$ cat src/ctcgd_pkg.sv
// ----------------------------------------------------------------------------
// ctcgd_pkg
// Shared constants, types and helpers for the CTC greedy decoder.
// ----------------------------------------------------------------------------
package ctcgd_pkg;

    localparam int MAX_CLASSES = 128;
    localparam int CLS_W       = $clog2(MAX_CLASSES);
    localparam int SCORE_W     = 16;
    localparam int CFG_W       = 8;
    localparam int CHAR_W      = 8;
    localparam int FIFO_DEPTH  = 2;

    localparam logic [8:0] CHAR_LETTERS = 9'd26;
    localparam logic [8:0] CHAR_ALNUM   = 9'd36;
    localparam logic [CHAR_W-1:0] CHAR_LOWER_A = 8'h61;
    localparam logic [CHAR_W-1:0] CHAR_DIGIT_0 = 8'h30;
    localparam logic [CHAR_W-1:0] CHAR_SPACE   = 8'h20;

    // One closed time step handed from front to back.
    typedef struct packed {
        logic [CLS_W-1:0] winner;
        logic             last;
    } step_rec_t;

    // Blank index for a programmed class count, saturated to 2..MAX_CLASSES.
    function automatic logic [CLS_W-1:0] eff_blank(input logic [CFG_W-1:0] n);
        logic [8:0] e;
        e = 9'(n);
        if (e < 9'd2)
            e = 9'd2;
        if (e > 9'(MAX_CLASSES))
            e = 9'(MAX_CLASSES);
        return CLS_W'(e - 9'd1);
    endfunction

    function automatic logic [CHAR_W-1:0] class_char(input logic [CLS_W-1:0] c);
        logic [8:0] cw;
        cw = 9'(c);
        if (cw < CHAR_LETTERS)
            return CHAR_LOWER_A + CHAR_W'(cw);
        else if (cw < CHAR_ALNUM)
            return CHAR_DIGIT_0 + CHAR_W'(cw - CHAR_LETTERS);
        else
            return CHAR_SPACE;
    endfunction

endpackage

$ cat src/ctcgd_front.sv
// ----------------------------------------------------------------------------
// ctcgd_front
// Accepts scores, runs the per-step argmax and emits one record per step.
// ----------------------------------------------------------------------------
module ctcgd_front (
    input  logic                              clk,
    input  logic                              rst_n,
    input  logic                              restart,
    input  logic [ctcgd_pkg::CLS_W-1:0]       blank,
    input  logic                              in_valid,
    output logic                              in_ready,
    input  logic signed [ctcgd_pkg::SCORE_W-1:0] score,
    input  logic                              seq_end,
    input  logic                              q_full,
    output logic                              push,
    output ctcgd_pkg::step_rec_t              push_rec
);

    logic [ctcgd_pkg::CLS_W-1:0]          cnt_reg, cnt_next;
    logic signed [ctcgd_pkg::SCORE_W-1:0] best_reg, best_next;
    logic [ctcgd_pkg::CLS_W-1:0]          bcls_reg, bcls_next;
    logic                                 accept;
    logic                                 close;

    assign in_ready = !q_full;
    assign accept   = in_valid && in_ready;
    assign close    = (cnt_reg == blank) || seq_end;

    always_comb
    begin
        best_next = best_reg;
        bcls_next = bcls_reg;
        cnt_next  = cnt_reg;
        if (accept)
        begin
            if (cnt_reg == '0)
            begin
                best_next = score;
                bcls_next = '0;
            end
            else if (score > best_reg)
            begin
                best_next = score;
                bcls_next = cnt_reg;
            end
            cnt_next = close ? '0 : cnt_reg + 1'b1;
        end
        if (restart)
            cnt_next = '0;
    end

    assign push            = accept && close;
    assign push_rec.winner = bcls_next;
    assign push_rec.last   = seq_end;

    always_ff @(posedge clk or negedge rst_n)
    begin
        if (!rst_n)
        begin
            cnt_reg  <= '0;
            best_reg <= '0;
            bcls_reg <= '0;
        end
        else
        begin
            cnt_reg  <= cnt_next;
            best_reg <= best_next;
            bcls_reg <= bcls_next;
        end
    end

    // counter never runs past the blank index
    a_cnt_range: assert property (@(posedge clk) disable iff (!rst_n)
        cnt_reg <= blank)
        else $error("class counter beyond blank index");

    // a record is only pushed with room in the queue
    a_push_room: assert property (@(posedge clk) disable iff (!rst_n)
        push |-> !q_full)
        else $error("push into full queue");

endmodule

$ cat src/ctcgd_fifo.sv
// ----------------------------------------------------------------------------
// ctcgd_fifo
// Short flop queue of step records between front and back.
// ----------------------------------------------------------------------------
module ctcgd_fifo (
    input  logic                 clk,
    input  logic                 rst_n,
    input  logic                 push,
    input  ctcgd_pkg::step_rec_t push_rec,
    output logic                 full,
    input  logic                 pop,
    output logic                 not_empty,
    output ctcgd_pkg::step_rec_t pop_rec
);

    localparam int PTR_W = (ctcgd_pkg::FIFO_DEPTH > 1) ? $clog2(ctcgd_pkg::FIFO_DEPTH) : 1;
    localparam int CNT_W = $clog2(ctcgd_pkg::FIFO_DEPTH + 1);
    localparam logic [PTR_W-1:0] PTR_LAST = PTR_W'(ctcgd_pkg::FIFO_DEPTH - 1);
    localparam logic [CNT_W-1:0] CNT_FULL = CNT_W'(ctcgd_pkg::FIFO_DEPTH);

    ctcgd_pkg::step_rec_t mem_reg [ctcgd_pkg::FIFO_DEPTH];
    logic [PTR_W-1:0] wptr_reg, wptr_next;
    logic [PTR_W-1:0] rptr_reg, rptr_next;
    logic [CNT_W-1:0] cnt_reg, cnt_next;
    logic             do_push, do_pop;

    assign full      = (cnt_reg == CNT_FULL);
    assign not_empty = (cnt_reg != '0);
    assign do_push   = push && !full;
    assign do_pop    = pop && not_empty;
    assign pop_rec   = mem_reg[rptr_reg];

    always_comb
    begin
        wptr_next = wptr_reg;
        rptr_next = rptr_reg;
        cnt_next  = cnt_reg;
        if (do_push)
            wptr_next = (wptr_reg == PTR_LAST) ? '0 : wptr_reg + 1'b1;
        if (do_pop)
            rptr_next = (rptr_reg == PTR_LAST) ? '0 : rptr_reg + 1'b1;
        if (do_push && !do_pop)
            cnt_next = cnt_reg + 1'b1;
        else if (!do_push && do_pop)
            cnt_next = cnt_reg - 1'b1;
    end

    always_ff @(posedge clk)
    begin
        if (do_push)
            mem_reg[wptr_reg] <= push_rec;
    end

    always_ff @(posedge clk or negedge rst_n)
    begin
        if (!rst_n)
        begin
            wptr_reg <= '0;
            rptr_reg <= '0;
            cnt_reg  <= '0;
        end
        else
        begin
            wptr_reg <= wptr_next;
            rptr_reg <= rptr_next;
            cnt_reg  <= cnt_next;
        end
    end

endmodule

$ cat src/ctcgd_back.sv
// ----------------------------------------------------------------------------
// ctcgd_back
// Takes step records, applies blank/repeat collapse, maps to ASCII and
// holds the result in the output register.
// ----------------------------------------------------------------------------
module ctcgd_back (
    input  logic                          clk,
    input  logic                          rst_n,
    input  logic                          restart,
    input  logic [ctcgd_pkg::CLS_W-1:0]   restart_blank,
    input  logic [ctcgd_pkg::CLS_W-1:0]   blank,
    input  logic                          q_valid,
    input  ctcgd_pkg::step_rec_t          q_rec,
    output logic                          pop,
    output logic                          out_valid,
    input  logic                          out_ready,
    output logic [ctcgd_pkg::CHAR_W-1:0]  char_code,
    output logic                          has_char,
    output logic                          text_end
);

    logic [ctcgd_pkg::CLS_W-1:0]  prev_reg, prev_next;
    logic                         vld_reg, vld_next;
    logic [ctcgd_pkg::CHAR_W-1:0] char_reg, char_next;
    logic                         has_reg, has_next;
    logic                         end_reg, end_next;
    logic                         has_now;

    assign pop     = q_valid && (!vld_reg || out_ready);
    assign has_now = (q_rec.winner != blank) && (q_rec.winner != prev_reg);

    always_comb
    begin
        prev_next = prev_reg;
        vld_next  = vld_reg;
        char_next = char_reg;
        has_next  = has_reg;
        end_next  = end_reg;
        if (out_ready)
            vld_next = 1'b0;
        if (pop)
        begin
            vld_next  = 1'b1;
            has_next  = has_now;
            char_next = has_now ? ctcgd_pkg::class_char(q_rec.winner) : '0;
            end_next  = q_rec.last;
            prev_next = q_rec.last ? blank : q_rec.winner;
        end
        if (restart)
            prev_next = restart_blank;
    end

    always_ff @(posedge clk or negedge rst_n)
    begin
        if (!rst_n)
        begin
            prev_reg <= ctcgd_pkg::eff_blank(8'd100);
            vld_reg  <= 1'b0;
        end
        else
        begin
            prev_reg <= prev_next;
            vld_reg  <= vld_next;
        end
    end

    always_ff @(posedge clk)
    begin
        char_reg <= char_next;
        has_reg  <= has_next;
        end_reg  <= end_next;
    end

    assign out_valid = vld_reg;
    assign char_code = char_reg;
    assign has_char  = has_reg;
    assign text_end  = end_reg;

    // a character result always carries a printable code, a silent one zero
    a_char_code: assert property (@(posedge clk) disable iff (!rst_n)
        vld_reg |-> (has_reg ? (char_reg != '0) : (char_reg == '0)))
        else $error("char_code does not match has_char");

    // closing a text puts the previous winner back to blank
    a_prev_blank: assert property (@(posedge clk) disable iff (!rst_n)
        (pop && q_rec.last && !restart) |=> (prev_reg == $past(blank)))
        else $error("previous winner not blank after text end");

    // a stalled result is not overwritten
    a_no_overwrite: assert property (@(posedge clk) disable iff (!rst_n)
        (vld_reg && !out_ready) |-> !pop)
        else $error("pop while result stalled");

endmodule

$ cat src/ctc_greedy_decoder_unit.sv
// ----------------------------------------------------------------------------
// ctc_greedy_decoder_unit
// CTC greedy decoder: per-step argmax over class scores, blank and repeat
// collapse, class to ASCII mapping.
// ----------------------------------------------------------------------------
//  channel   dir  tdata                 tuser      tlast
//  s_axis    in   [15:0] score (Q8.8)   -          seq_end
//  m_axis    out  [7:0]  char_code      has_char   text_end
//  cfg       in   [7:0]  class_count    -          -   (written when cfg_we)
//
//  One score accepted per cycle while the two-entry record queue has room;
//  a step result enters that queue when its closing score is taken, then
//  the output register (argmax in the front, collapse and mapping in the back).
//  Reset: class_count 100, previous winner blank, no result pending.
//  s_axis_tready drops only when the record queue is full, which happens
//  when m_axis stalls with results backed up.
// ----------------------------------------------------------------------------
module ctc_greedy_decoder_unit (
    input  logic        clk,
    input  logic        rst_n,
    input  logic        s_axis_tvalid,
    output logic        s_axis_tready,
    input  logic [15:0] s_axis_tdata,   // [15:0] score
    input  logic        s_axis_tlast,   // seq_end
    output logic        m_axis_tvalid,
    input  logic        m_axis_tready,
    output logic [7:0]  m_axis_tdata,   // [7:0] char_code
    output logic        m_axis_tuser,   // [0] has_char
    output logic        m_axis_tlast,   // text_end
    input  logic        cfg_we,
    input  logic [7:0]  cfg_wdata       // [7:0] class_count
);

    logic [ctcgd_pkg::CFG_W-1:0] ncls_reg;
    logic [ctcgd_pkg::CLS_W-1:0] blank;
    logic [ctcgd_pkg::CLS_W-1:0] new_blank;
    logic                        q_full, q_valid, push, pop;
    ctcgd_pkg::step_rec_t        push_rec, pop_rec;

    always_ff @(posedge clk or negedge rst_n)
    begin
        if (!rst_n)
            ncls_reg <= 8'd100;
        else if (cfg_we)
            ncls_reg <= cfg_wdata;
    end

    assign blank     = ctcgd_pkg::eff_blank(ncls_reg);
    assign new_blank = ctcgd_pkg::eff_blank(cfg_wdata);

    ctcgd_front u_front (
        .clk      (clk),
        .rst_n    (rst_n),
        .restart  (cfg_we),
        .blank    (blank),
        .in_valid (s_axis_tvalid),
        .in_ready (s_axis_tready),
        .score    (s_axis_tdata),
        .seq_end  (s_axis_tlast),
        .q_full   (q_full),
        .push     (push),
        .push_rec (push_rec)
    );

    ctcgd_fifo u_fifo (
        .clk       (clk),
        .rst_n     (rst_n),
        .push      (push),
        .push_rec  (push_rec),
        .full      (q_full),
        .pop       (pop),
        .not_empty (q_valid),
        .pop_rec   (pop_rec)
    );

    ctcgd_back u_back (
        .clk           (clk),
        .rst_n         (rst_n),
        .restart       (cfg_we),
        .restart_blank (new_blank),
        .blank         (blank),
        .q_valid       (q_valid),
        .q_rec         (pop_rec),
        .pop           (pop),
        .out_valid     (m_axis_tvalid),
        .out_ready     (m_axis_tready),
        .char_code     (m_axis_tdata),
        .has_char      (m_axis_tuser),
        .text_end      (m_axis_tlast)
    );

endmodule

$ cat config.mk
export PLATFORM = sky130hd
export DESIGN_NAME = ctc_greedy_decoder_unit
export DESIGN_NICKNAME = d
export VERILOG_FILES = /design/src/ctcgd_pkg.sv /design/src/ctcgd_front.sv /design/src/ctcgd_fifo.sv /design/src/ctcgd_back.sv /design/src/ctc_greedy_decoder_unit.sv
export SDC_FILE = /design/constraint.sdc
export NUM_CORES = 1
export LEC_CHECK = 0
export ABC_CLOCK_PERIOD_IN_PS = 4800
export BUFFER_PORTS_ARGS = -buffer_cell sky130_fd_sc_hd__buf_2
export CORE_ASPECT_RATIO = 0.7
export CORE_MARGIN = 5
export CORE_UTILIZATION = 60
export CTS_BUF_LIST = sky130_fd_sc_hd__clkbuf_8 sky130_fd_sc_hd__clkbuf_16
export DETAILED_ROUTE_END_ITERATION = 8
export PLACE_DENSITY = 0.91
export SYNTH_ARGS = -nofsm -noshare
export SYNTH_HDL_FRONTEND = slang
export SYNTH_SLANG_ARGS = --single-unit
$ cat constraint.sdc
create_clock -name clk -period 4.8 [get_ports clk]
set_input_delay 0.72 -clock clk [delete_from_list [all_inputs] [get_ports clk]]
set_output_delay 0.72 -clock clk [all_outputs]
set_load 0.02 [all_outputs]
# After elaboration in Yosys (flattened, before gate mapping)
# Memories as Yosys holds them, arrays and structs flattened.
# Index checks and enable logic that the tools add are counted.
dict set report totals {
  ff_bits 60
  ramBits 16
  memories 1
  in_bits 30
  output_inout_bits 12
  word_cells 81
}
dict set report op_classes {
  muxes 25
  order_cmp 7
  add_sub_neg 10
  n_eq_ne 4
  n_reduce_logical 22
}
# memory depth word_bits read_ports rd_ports_with_merged_regs write_ports line
set memory_table {}
lappend memory_table {u_fifo.mem_reg 2 8 1 0 1 ctcgd_fifo.sv:21} ;# ctcgd_pkg::step_rec_t mem_reg [ctcgd_pkg::FIFO_DEPTH];
# op n
set ops {}
lappend ops {{7-bit two-way mux} 11}
lappend ops {{16-bit two-way mux} 2}
lappend ops {{8-bit two-way mux} 4}
lappend ops {{16-bit > comparator} 1}
lappend ops {{8-bit > comparator (second input constant)} 2}
lappend ops {{8-bit by 2-bit < comparator with 1-bit output (second input constant)} 2}
lappend ops {{7-bit inequality test} 2}
lappend ops {{7-bit by 1-bit subtractor with 7-bit output (second input constant)} 2}
lappend ops {{2-bit nonzero test} 6}
lappend ops {{6-bit by 8-bit adder with 8-bit output (first input constant)} 1}
lappend ops {{7-bit by 7-bit adder with 8-bit output (first input constant)} 1}
lappend ops {{1-bit logical AND} 8}
lappend ops {{7-bit by 5-bit subtractor with 8-bit output (second input constant)} 1}
lappend ops {{7-bit by 1-bit adder with 7-bit output (second input constant)} 1}
lappend ops {{7-bit equality test} 1}
lappend ops {{7-bit zero test} 1}
lappend ops {{7-bit by 5-bit < comparator with 1-bit output (second input constant)} 1}
lappend ops {{7-bit by 6-bit < comparator with 1-bit output (second input constant)} 1}
lappend ops {{1-bit two-way mux} 6}
lappend ops {{1-bit zero test} 4}
lappend ops {{2-bit two-way mux} 2}
lappend ops {{1-bit adder (second input constant)} 2}
lappend ops {{2-bit by 1-bit adder with 2-bit output (second input constant)} 1}
lappend ops {{2-bit equality test (second input constant)} 1}
lappend ops {{other kinds (3)} 4}

# Depth between registers and ports, before layout
dict set report depth {
  depth_word 13
  depth_mapped 15
  depth_no_buf 13
}

# By module
# Synthesis repeated with hierarchy kept, for this count alone.
dict set report unflattened {
  hier_cells 412
  area_unflattened_um2 4543.1
}
# mod area_each_um2 instances seq_area_each_um2 cells_each
set by_module_without_submodules {}
lappend by_module_without_submodules {ctcgd_front 1871.8 1 750.7 176}
lappend by_module_without_submodules {ctcgd_back 1209.9 1 505.5 117}
lappend by_module_without_submodules {ctcgd_fifo 785.8 1 580.6 44}
lappend by_module_without_submodules {ctc_greedy_decoder_unit 675.6 1 203.9 75}

# Worst setup path after synthesis
# Ideal clock, no wire load.
dict set report synth_path {
  kind {reg2reg}
  startpoint {register ncls_reg[6] (netlist name)}
  endpoint {memory u_fifo.mem_reg[0][0] (netlist name), enable pin}
  period_less_slack_ps 3389
  path_stages_with_launch 12
  path_slack_ps 1411
  setup_time_ps 383
  required_ps 4417
  path_buffers 2
  t_arrival_ps 3006
  path_cell_list {dfstp_2 -> buf_2 -> or3_1 -> o311a_1 -> inv_1 -> ha_1 -> buf_2 -> xnor3_1 -> nand2_1 -> a2111oi_4 -> a21oi_1 -> nor3_1}
}
dict set report synth_between {
  elab_chain_len 11
}
# item line
set synth_rtl {}
lappend synth_rtl {{start: declaration} ctc_greedy_decoder_unit.sv:34} ;# logic [ctcgd_pkg::CFG_W-1:0] ncls_reg;
lappend synth_rtl {{start signal: assignment} ctc_greedy_decoder_unit.sv:45} ;# ncls_reg <= cfg_wdata;
lappend synth_rtl {{8-bit by 2-bit < comparator with 1-bit output} ctcgd_pkg.sv:30} ;# if (e < 9'd2)
lappend synth_rtl {{8-bit two-way mux (*)} ctcgd_pkg.sv:30}
lappend synth_rtl {{8-bit > comparator} ctcgd_pkg.sv:32} ;# if (e > 9'(MAX_CLASSES))
lappend synth_rtl {{7-bit two-way mux (*)} ctcgd_pkg.sv:32}
lappend synth_rtl {{7-bit by 1-bit subtractor with 7-bit output (*)} ctcgd_pkg.sv:34} ;# return CLS_W'(e - 9'd1);
lappend synth_rtl {{7-bit equality test (*)} ctcgd_front.sv:27} ;# assign close = (cnt_reg == blank) || seq_end;
lappend synth_rtl {{1-bit logical OR (*)} ctcgd_front.sv:27}
lappend synth_rtl {{1-bit logical AND (*)} ctcgd_front.sv:52} ;# assign push = accept && close;
lappend synth_rtl {{1-bit logical AND (*)} ctcgd_fifo.sv:29} ;# assign do_push = push && !full;
lappend synth_rtl {{1-bit two-way mux (*)} ctcgd_fifo.sv:50} ;# if (do_push)
lappend synth_rtl {{1-bit two-way mux (not written as such) (*)} ctcgd_fifo.sv:51} ;# mem_reg[wptr_reg] <= push_rec;
lappend synth_rtl {{end: declaration} ctcgd_fifo.sv:21}
# Mark *: on every way between the ends. The rest lies on a longest branch, timed or not.

# Worst setup path after layout
dict set report layout_path {
  startpoint {register ncls_reg[4] (netlist name)}
  endpoint {register u_back.char_reg (netlist bit u_back.char_code[6]), data pin}
}
dict set report layout_between {
  elab_chain_len 7
}
# item line
set layout_rtl {}
lappend layout_rtl {{8-bit by 2-bit < comparator with 1-bit output} ctcgd_pkg.sv:30}
lappend layout_rtl {{8-bit two-way mux (*)} ctcgd_pkg.sv:30}
lappend layout_rtl {{8-bit > comparator} ctcgd_pkg.sv:32}
lappend layout_rtl {{7-bit two-way mux (*)} ctcgd_pkg.sv:32}
lappend layout_rtl {{7-bit by 1-bit subtractor with 7-bit output (*)} ctcgd_pkg.sv:34}
lappend layout_rtl {{7-bit inequality test (*)} ctcgd_back.sv:30} ;# assign has_now = (q_rec.winner != blank) && (q_rec.winner != prev_reg);
lappend layout_rtl {{1-bit logical AND (*)} ctcgd_back.sv:30}
lappend layout_rtl {{end signal: assignment} ctcgd_back.sv:69} ;# char_reg <= char_next;
lappend layout_rtl {{end: declaration} ctcgd_back.sv:24} ;# logic [ctcgd_pkg::CHAR_W-1:0] char_reg, char_next;
# Marked as above.
# A chain may end at the register's enable or synchronous reset.

==> metrics.csv <==
metric,value,unit
critPathLaunchType,flip-flop,
cts-root-buf,clkbuf_8,
track_usage,22.9,%
p_per_area,502,mW/mm2
timing.rr.start,ncls_reg[4],
drv_slew,0,
gp_congestion,0.882,
grt_max_degree,51,
avgSynthCellArea,10.4,um2
fin_crit_sh,76.5,%
startpoint,ncls_reg[4],
yosysUniqueCellTypes,61,
max_slew.worst_pin.slew,0.771,ns
cts_max_level,3,
antenna_found_initial,0,
clock_latency,0.36,ns
area_delta_synth_final,10.9,%
worstPathArrival,3.77,ns
crit_path_end_kind,flip-flop,
wl_per_cell,18.0,um
grt_pass1_vias,3698,
dieWidth,114,um
async_reset_ff_share,65.8,%
n_fill_cell,509,
cp_max_fo,9,
clk_pin_slew,0.08,ns
syn_area,0.00457,mm2
dieArea,0.00949,mm2
finalPower,2540,uW
drive_gt1_share,22.0,%
cts_sinks,76,
synth_top_family_by_area,compound AO/OA/AOI/OAI gates,
worstSetupPathType,flip-flop to flip-flop,
synthXorXnorAreaFrac,6.05,%
ir_worst_vdd,216,uV
reg2reg_to,u_back.char_code[6],
ant_nets,0,
fmax,0.272,GHz
start_util,62.2,%
fin_tns_setup,0,ns
ff2ff_path_depth,10,
synth_nets,493,
synthSimpleGateAreaFrac,14.6,%
drt_iter0_drc,319,
cap_violations,0,
cts_made_buffers,9,
grt_setup_unrepaired,false,
skew,0.00720,ns
grt_pass1_wl,17.5,mm
cts_buffer_depth,2,
synthCells,439,
yosysSeqAreaShare,44.7,%
final_hold_viol_count,0,
cts_hold_buf,0,
ys.flop_type,dfrtp_1,
firstDrtPassIters,6,
p_leak,0.00212,uW
die_h,83.0,um
grt.overflow.total,0,
hp-class,input port to async pin,
place_hpwl,7.61,mm
final_nets,530,
critPathCapture,u_back.char_code[6],
cts_setup_buffers,0,
portBuffers,41,
status,"finished, final reports clean",
drt_wl_total,10.4,mm
ys_warn_count,0,
yosys.area_share.adder,6.57,%
required,4.89,ns
synth.area.mux_share,8.43,%
num_vias,3602,
fp.coreArea,0.00735,mm2
routed_via_density,6.22,
drc_errors,0,
r2r_slack,1.13,ns
rows,26,
synth_edf_count,26,
ios,42,
num_antenna_cells,0,
ys_seq_elements,76,
slew_headroom,47.1,%
synth_compound_gate_area_share,15.0,%
setup_viol,0,
min_period,3.67,ns
post_cts_resize_count,0,
cts_tree,yes,
## per-layer routing
metal	share of wire (%)	track usage [%]	vias to the layer above	routed length [um]
met5	0	0	-	0
met4	1.9	8.85	0	201
met3	7.7	6.47	24	803
met2	48	35.5	157	4990
met1	43	30.5	1737	4450
li1	-	-	1684	-
## stage by stage
stage	hold WS (ns)	setup WS (ns)	cells	area, um2	util (%)
after global routing	0.526	0.947	579	5070	68.9
after floorplan	0.424	1.41	439	4570	-
final	0.459	1.13	579	5070	68.9
after detailed placement	0.496	1.11	563	4850	66.0
after CTS	0.484	1.13	579	5070	68.9
after global placement	0.489	1.33	563	4850	66.0
## worst min-delay path by stage
stage,start,to
after floorplan,rst_n,ncls_reg[0]
after global placement,u_front.best_reg[2],u_front.best_reg[2]
after detailed placement,u_front.best_reg[2],u_front.best_reg[2]
after CTS,rst_n,u_front.best_reg[2]
after global routing,rst_n,u_front.best_reg[2]
final,rst_n,u_front.best_reg[2]
## critical path, cell delays in order, from the launching register on
cell and delay, ns:
dfrtp_1 0.47, or3_1 0.45, o311a_1 0.40, inv_1 0.11, ha_1 0.30, or4b_2 0.63, o211ai_2 0.13, xor2_1 0.19
nand4_1 0.17, o41ai_4 0.46, nor3_1 0.11
## report_power, final
part	leakage [uW]	switching [uW]	internal, uW
clock network	0.000115	244	292
registers	0.000847	130	864
logic	0.00115	582	433
## cells in the final DEF, fill, tap and decap left out, types with 7 or more instances in the layout
master,instances
inv_1,37
xnor2_1,18
mux2i_1,7
nand2b_1,7
o21ai_0,15
dfstp_2,7
a21oi_1,21
xor2_1,11
buf_2,41
clkbuf_8,9
nor2_1,33
a211oi_1,12
ha_1,24
edfxtp_1,26
nand2_1,19
mux2_2,28
nor3_1,14
dfrtp_1,43
## cells by family after synthesis
kind of cell	count (synthesis)
simple gates	125
flops	76
mux	35
compound gates	94
fa+ha+maj	24
buf+inv	55
xor+xnor	30
## Yosys cell counts, drive strengths merged (3+ instances only)
cell type	n	area, um2
dfrtp	43	1080
inv	36	135
nor2	33	124
mux2	28	315
edfxtp	26	781
ha	24	300
a21oi	22	110
nand2	19	71.3
xnor2	18	158
o21ai	17	85.1
clkbuf	14	52.6
nor3	14	70.1
a211oi	12	90.1
xor2	11	96.3
dfstp	7	184
mux2i	7	70.1
nand2b	7	43.8
nand4	6	37.5
o2bb2ai	6	52.6
and3	5	36.3
buf	5	27.5
nand3	5	25.0
nor2b	5	31.3
nor4	5	31.3
o31ai	5	37.5
nand3b	4	30.0
o21a	4	30.0
or3	4	25.0
or4	4	30.0
a31oi	3	18.8
nor4b	3	26.3
o211ai	3	27.5
o22ai	3	18.8
## area by class of cell
type,count,area (um2),share of cell area (%)
inverter,36,135,2.67
clock buffer,9,124,2.45
multi-input combinational,308,2320,45.7
timing repair buffer,45,235,4.64
tap,98,123,2.42
clock inverter,7,91.3,1.80
sequential,76,2040,40.3
(Power assumes the default switching activity.)
